==> src/rtl/core/bct_pkg.sv <==
`timescale 1ns / 1ps
`default_nettype none
package bct_pkg;
  localparam int unsigned CoordW = 32;
  localparam int unsigned InflW  = 16;
  localparam logic [InflW-1:0] InflOne = 16'd256;
  localparam logic signed [CoordW-1:0] CoordMax = 32'sh7FFF_FFFF;
  localparam logic signed [CoordW-1:0] CoordMin = 32'sh8000_0000;
  localparam logic KindInsert = 1'b0;
  localparam logic KindTest   = 1'b1;

  typedef struct packed {
    logic                     kind;
    logic signed [CoordW-1:0] point_x;
    logic signed [CoordW-1:0] point_y;
    logic signed [CoordW-1:0] point_z;
  } in_item_t;

  typedef struct packed {
    logic                     inside_res;
    logic                     box_changed;
    logic signed [CoordW-1:0] base_x;
    logic signed [CoordW-1:0] base_y;
    logic signed [CoordW-1:0] base_z;
    logic [CoordW-1:0]        height;
    logic [CoordW-1:0]        radius;
  } out_item_t;
endpackage
`default_nettype wire

==> src/rtl/core/bct_sqrt.sv <==
`timescale 1ns / 1ps
`default_nettype none
// Bit-pair restoring square root, one result bit per cycle.
module bct_sqrt (
  input  wire logic        clk_i,
  input  wire logic        rst_ni,
  input  wire logic        start_i,
  input  wire logic [63:0] value_i,
  output logic             done_o,
  output logic [31:0]      root_o
);
  import bct_pkg::*;
  logic [31:0] rem_q, rem_d;
  logic [63:0] dat_q, dat_d;
  logic [31:0] res_q, res_d;
  logic [5:0]  cnt_q, cnt_d;
  logic        busy_q, busy_d, done_q, done_d;
  logic [33:0] trial;
  logic [33:0] top;
  logic [33:0] diff;

  always_comb begin
    rem_d  = rem_q;
    dat_d  = dat_q;
    res_d  = res_q;
    cnt_d  = cnt_q;
    busy_d = busy_q;
    done_d = 1'b0;
    // The partial remainder takes in the next two bits of the operand each step.
    top    = {rem_q, dat_q[63:62]};
    trial  = {res_q, 2'b01};
    diff   = top - trial;
    if (start_i) begin
      rem_d  = '0;
      dat_d  = value_i;
      res_d  = '0;
      cnt_d  = 6'd0;
      busy_d = 1'b1;
    end else if (busy_q) begin
      dat_d = {dat_q[61:0], 2'b00};
      if (top >= trial) begin
        rem_d = diff[31:0];
        res_d = {res_q[30:0], 1'b1};
      end else begin
        rem_d = top[31:0];
        res_d = {res_q[30:0], 1'b0};
      end
      cnt_d = cnt_q + 6'd1;
      if (cnt_q == 6'd31) begin
        busy_d = 1'b0;
        done_d = 1'b1;
      end
    end
  end

  always_ff @(posedge clk_i or negedge rst_ni) begin
    if (!rst_ni) begin
      busy_q <= 1'b0;
      done_q <= 1'b0;
      cnt_q  <= '0;
    end else begin
      busy_q <= busy_d;
      done_q <= done_d;
      cnt_q  <= cnt_d;
    end
  end

  always_ff @(posedge clk_i) begin
    rem_q <= rem_d;
    dat_q <= dat_d;
    res_q <= res_d;
  end

  assign done_o = done_q;
  assign root_o = res_q;
endmodule
`default_nettype wire

==> config.mk <==
export PLATFORM = sky130hd
export DESIGN_NAME = bct_sqrt
export DESIGN_NICKNAME = d
export VERILOG_FILES = /design/src/rtl/core/bct_pkg.sv /design/src/rtl/core/bct_sqrt.sv
export SDC_FILE = /design/constraint.sdc
export NUM_CORES = 1
export LEC_CHECK = 0
export BUFFER_PORTS_ARGS = -buffer_cell sky130_fd_sc_hd__buf_4
export CORE_MARGIN = 1
export CORE_UTILIZATION = 53
export DETAILED_ROUTE_END_ITERATION = 6
export GPL_ROUTABILITY_DRIVEN = 0
export PLACE_DENSITY = 0.76
export SYNTH_ARGS = -nofsm -noshare
export SYNTH_HDL_FRONTEND = slang
export SYNTH_SLANG_ARGS = --single-unit
==> constraint.sdc <==
create_clock -name clk_i -period 2.7 [get_ports clk_i]
set_clock_uncertainty 0.15 [all_clocks]
set_input_delay 0.27 -clock clk_i [delete_from_list [all_inputs] [get_ports clk_i]]
set_output_delay 0.27 -clock clk_i [all_outputs]
set_load 0.01 [all_outputs]
# Word level (Yosys, flattened, before mapping)
# Cells that the tools add are included.
[word_totals] regBits=136 input_bits=67
[classes] n_eq_ne=1 add_sub_neg=2 magnitude_cmp=1 n_reduce_logical=1 mux=12
[ops] op="64-bit 2-to-1 mux" count=2
[ops] op="34-bit greater-or-equal comparator" count=1
[ops] op="32-bit 2-to-1 mux" count=1
[ops] op="32-bit subtractor" count=1
[ops] op="6-bit 2-to-1 mux" count=2
[ops] op="1-bit 2-to-1 mux" count=7
[ops] op="6-bit by 1-bit adder with 6-bit output (second input constant)" count=1
[ops] op="6-bit by 5-bit equality test with 1-bit output (second input constant)" count=1
[ops] op="2-bit nonzero test" count=1

# Depth between registers and ports, before layout
[logic_depth] depth_word=4 ltp_mapped=13

# Least setup slack after synthesis
# Ideal clock, no wire load.
[synth_path] kind="register -> register" start="register res_q[5], in the netlist root_o[5]" end="register rem_q[7]" path_buffers=1 stages_incl_launch_ff=13 synth_period_minus_slack_ps=2791 t_arrival_ps=2561 setup_slack_ps=-91 cell_sequence="dfxtp_1 > inv_1 > ha_1 > a21o_1 > or3_1 > o211ai_2 > a2111o_1 > o2111ai_2 > a21oi_4 > buf_8 > nand2_2 > o31a_1 > a211oi_2"
[synth_via] elab_chain_cells=2 elab_cells_between_ends=3 classes_between="add/sub (1); order compare (1); mux (1)"
[synth_rtl] item="start: declaration" line_no="bct_sqrt.sv:15" rtl="logic [31:0] res_q, res_d;"
[synth_rtl] item="start signal: assignment" line_no="bct_sqrt.sv:71" rtl="res_q <= res_d;"
[synth_rtl] item="32-bit subtractor or 34-bit greater-or-equal comparator (tied branches)" line_no="bct_sqrt.sv:32, bct_sqrt.sv:41"
[synth_rtl] item="32-bit 2-to-1 mux *" line_no="bct_sqrt.sv:41" rtl="if (top >= trial) begin"
[synth_rtl] item="end signal: assignment" line_no="bct_sqrt.sv:69" rtl="rem_q <= rem_d;"
[synth_rtl] item="end: declaration" line_no="bct_sqrt.sv:13" rtl="logic [31:0] rem_q, rem_d;"
# Mark *: on every way between the ends. The rest lies on a longest branch, timed or not.
# A chain may end at the register's enable or synchronous reset.

# Worst setup path after layout
[layout_path] start="register rem_q[5]" end="register rem_q[2]"
[layout_via] elab_chain_cells=2
[layout_rtl] item="34-bit greater-or-equal comparator" line_no="bct_sqrt.sv:41"
[layout_rtl] item="32-bit 2-to-1 mux" line_no="bct_sqrt.sv:41"
# Every way passes these cells.

==> impl_metrics.tcl <==
set metrics [dict create \
    die_h_microns 121 \
    top_level_ports 100 \
    worstSetupPathType "reg -> reg" \
    combinational_family_with_the_most_area_after_synthesis "compound AO/OA/AOI/OAI gates" \
    detail_route.wirelength_microns 21800 \
    synth-seq-area-share_pct 45.5 \
    synthTopCellsByArea "sky130_fd_sc_hd__edfxtp_1, sky130_fd_sc_hd__dfxtp_1, sky130_fd_sc_hd__mux2_2, sky130_fd_sc_hd__ha_1, sky130_fd_sc_hd__mux2i_1" \
    cpPeakStageDelay_ps 370 \
    floorplan.rows 43 \
    synth-simple-area-share_pct 11.4 \
    hold-path-endpoint "dat_q[18]" \
    route.detailed.drc 0 \
    grt_pass1_vias 6974 \
    ys_async_sr_fraction_pct 5.88 \
    final.period_utilization_pct 107 \
    cell_with_the_most_instances_after_synthesis "sky130_fd_sc_hd__nor2_1" \
    diodes 0 \
    top_cell_types_by_occurrence_after_synthesis "sky130_fd_sc_hd__nor2_1, sky130_fd_sc_hd__dfxtp_1, sky130_fd_sc_hd__edfxtp_1" \
    tightest_slew_ps 593 \
    drv.max_cap_violation_count 0 \
    effective_utilization_at_floorplan_pct 54.1 \
    required_ps 2830 \
    run_status "finished, violations left" \
    ant_nets 0 \
    routedWlPerCell_microns 18.5 \
    setup-violations-final 31 \
    synth.mux.area_fraction_pct 14.3 \
    report.final.hold_viol_count 0 \
    failed_checks "setup timing" \
    synth_cells 733 \
    layoutNonFillerInstCount 1182 \
    drt_iter0_drc 671 \
    post_synthesis_share_of_cell_area_spent_on_xor_and_xnor_gates_pct 3.40 \
    power.density_mw_per_mm2 1110 \
    synth_edf_count 64 \
    worst_hold_slack_ps 8.35 \
    synth-adder-area-share_pct 5.86 \
    antenna_violations_before_repair 0 \
    buffer_ports.inserted 99 \
    utilization_after_layout_pct 78.9 \
    via_per_inst 5.81 \
    worst_ir_drop_vdd_v 0.000756 \
    detailed_place_hpwl_microns 12200 \
    tritoncts_clock_tree "yes" \
    arrival_ps 3030 \
    ys_dominant_reg_cell "sky130_fd_sc_hd__edfxtp_1" \
    grt_max_degree 112 \
    timing.critical_path.from_type "flop" \
    clock_insertion_delay_worst_skew_ps 420 \
    yosys_register_bits 136 \
    dpl.cell_count 1075 \
    die_width_microns 121 \
    timing.max_slew.rel_slack_pct 60.5 \
    cell_type_contributing_the_most_total_cell_area_after_synthesis "sky130_fd_sc_hd__edfxtp_1" \
    grt_first_pass_wirelength_microns 33500 \
    maximum_buffer_depth_of_the_clock_tree 2 \
    share_of_layout_cells_above_drive_strength_1_pct 41.4 \
    finalNetCount 1091 \
    worstHoldPathCells 2 \
    fin_ws_ps -193 \
    clock.fmax_mhz 346 \
    synthToLayoutAreaGrowth_pct 45.8 \
    end_kind "flop" \
    hp-class "in -> reg" \
    report.final.slew_viol_count 0 \
    p_leak_nw 4.86 \
    synth-compound-area-share_pct 14.8 \
    yosysWarningCount 0 \
    final.min_clock_period_ps 2890 \
    synth.cell_area_sq_mm 0.00748 \
    r2r_cells 12 \
    preCtsSetupSlack_ps -165 \
    cp_common_cell "sky130_fd_sc_hd__buf_6" \
    clock_tree.root_cell "sky130_fd_sc_hd__clkbuf_16" \
    detailroute.via_count 6871 \
    clock_sinks 136 \
    syn-mean-instance-area_sq_um 10.2 \
    timing.critical_path.slowest_stage_cell "sky130_fd_sc_hd__dfxtp_1" \
    min_from "value_i[18]" \
    core_region_area_sq_mm 0.0138 \
    r2r_slack_ps -190 \
    timing.critical_path.cells "ha_4 -> a21o_1 -> or3_4 -> o211ai_2 -> a2111o_1 -> o2111ai_4 -> a21oi_4 -> buf_6 -> buf_6 -> nor3_4 -> a21oi_1 -> a211oi_1" \
    worstReg2RegEnd "rem_q[2]" \
    cts.clk_slew.worst_paths_ps 70 \
    drt-pass1-iter-count 6 \
    crit_path_max_fo 8 \
    grt_usage_pct 29.6 \
    synth.distinct_cells 63 \
    grt_remaining_overflow 0 \
    yosys.area.top_type_share_pct 25.7 \
    mappedNetlistNets 835 \
    rsz0062_at_grt "yes" \
    worstReg2RegStart "rem_q[5]" \
    floorplan.die_area_sq_mm 0.0146 \
    htree_levels 4 \
    num_cts_buffers 17 \
]
power by group:
part | switching [mW] | total, mW | internal [mW]
combinational | 3.65 | 7.17 | 3.52
clock | 0.945 | 2.32 | 1.37
sequential | 0.192 | 2.66 | 2.47
layout make-up:
| class | count | area, sq um |
|---|---|---|
| Inverter | 44 | 165 |
| Timing Repair Buffer | 274 | 2300 |
| Clock buffer | 19 | 433 |
| Clock inverter | 13 | 149 |
| Fill cell | 758 | 2920 |
| Multi-Input combinational cell | 516 | 4220 |
| Tap cell | 180 | 225 |
| Sequential cell | 136 | 3420 |
cell usage in the layout (no fill, tap or decap), types with 8 or more instances in the layout:
| cell type | n |
|---|---|
| sky130_fd_sc_hd__buf_4 | 208 |
| sky130_fd_sc_hd__ha_1 | 22 |
| sky130_fd_sc_hd__edfxtp_1 | 64 |
| sky130_fd_sc_hd__a211oi_1 | 16 |
| sky130_fd_sc_hd__dfxtp_1 | 56 |
| sky130_fd_sc_hd__a21o_1 | 12 |
| sky130_fd_sc_hd__o21ai_1 | 9 |
| sky130_fd_sc_hd__mux2i_1 | 37 |
| sky130_fd_sc_hd__a21oi_2 | 17 |
| sky130_fd_sc_hd__mux2_2 | 62 |
| sky130_fd_sc_hd__xor2_1 | 10 |
| sky130_fd_sc_hd__nand2_1 | 29 |
| sky130_fd_sc_hd__nor2_1 | 82 |
| sky130_fd_sc_hd__nand4_1 | 9 |
| sky130_fd_sc_hd__a21oi_1 | 33 |
| sky130_fd_sc_hd__inv_1 | 40 |
| sky130_fd_sc_hd__o21ai_0 | 12 |
| sky130_fd_sc_hd__clkbuf_16 | 17 |
| sky130_fd_sc_hd__nand3_1 | 8 |
| sky130_fd_sc_hd__ha_4 | 11 |
| sky130_fd_sc_hd__dfxtp_2 | 8 |
| sky130_fd_sc_hd__dlygate4sd3_1 | 53 |
| sky130_fd_sc_hd__xnor2_1 | 18 |
timing repair:
action,in CTS,in global routing
endpoints found under the hold margin,59,1
cloned,3,1
setup buffers,12,9
setup endpoints to repair,29,33
pin swaps,32,34
resized for setup,66,57
hold buffers,52,1
sequential cells by signal, summed over array words and instances (netlist names):
register and count:
done_o 1, rem_q 32, dat_q 64, busy_q 1, root_o 32, cnt_q 6
cell families (layout without fill, tap and decap cells):
family                     after synthesis  in the layout
xor gates and xnor gates                29             29
adders and majority gates               35             35
AOI/OAI and AO/OA                      165            166
and+or+nand+nor                        187            187
DFF                                    136            136
buffers and inverters                   82            350
muxes                                   99             99
worst max-delay path: cells and delay by family, from the launching register on:
| family | cells | cell delay [ps] |
|---|---|---|
| AOI/OAI and AO/OA | 7 | 1270 |
| adders and majority gates | 1 | 230 |
| buffers and inverters | 2 | 320 |
| DFF | 1 | 370 |
| and+or+nand+nor | 2 | 410 |
worst max-delay path by stage:
stage	startpoint	end	slack, ps	cells after the start
global route	dat_q[62]	rem_q[2]	-320	13
detailed placement	root_o[21]	rem_q[17]	-160	10
finish	rem_q[5]	rem_q[2]	-190	12
CTS	dat_q[62]	rem_q[7]	-70	13
floorplan	root_o[5]	rem_q[7]	6	12
global placement	root_o[5]	rem_q[30]	-60	11
routing by layer:
| metal | track usage (%) | vias to the layer above | part of all wire, % |
|---|---|---|---|
| met1 | 34.3 | 3264 | 38 |
| met4 | 14.6 | 0 | 3.9 |
| met5 | 0 | - | 0 |
| met2 | 51.7 | 356 | 51 |
| met3 | 6.27 | 92 | 7.5 |
| li1 | - | 3159 | - |
metrics by stage:
stage / setup TNS, ps / power, mW / cell area, sq um
after detailed placement: -1330 / 7.61 / 9100
final: -2460 / 12.1 / 10900
after global routing: -6090 / 12.7 / 10900
after floorplan: 0 / 6.09 / 7510
after CTS: -902 / 11.3 / 10600
after global placement: -202 / 7.47 / 9100
(Power assumes the default switching activity.)
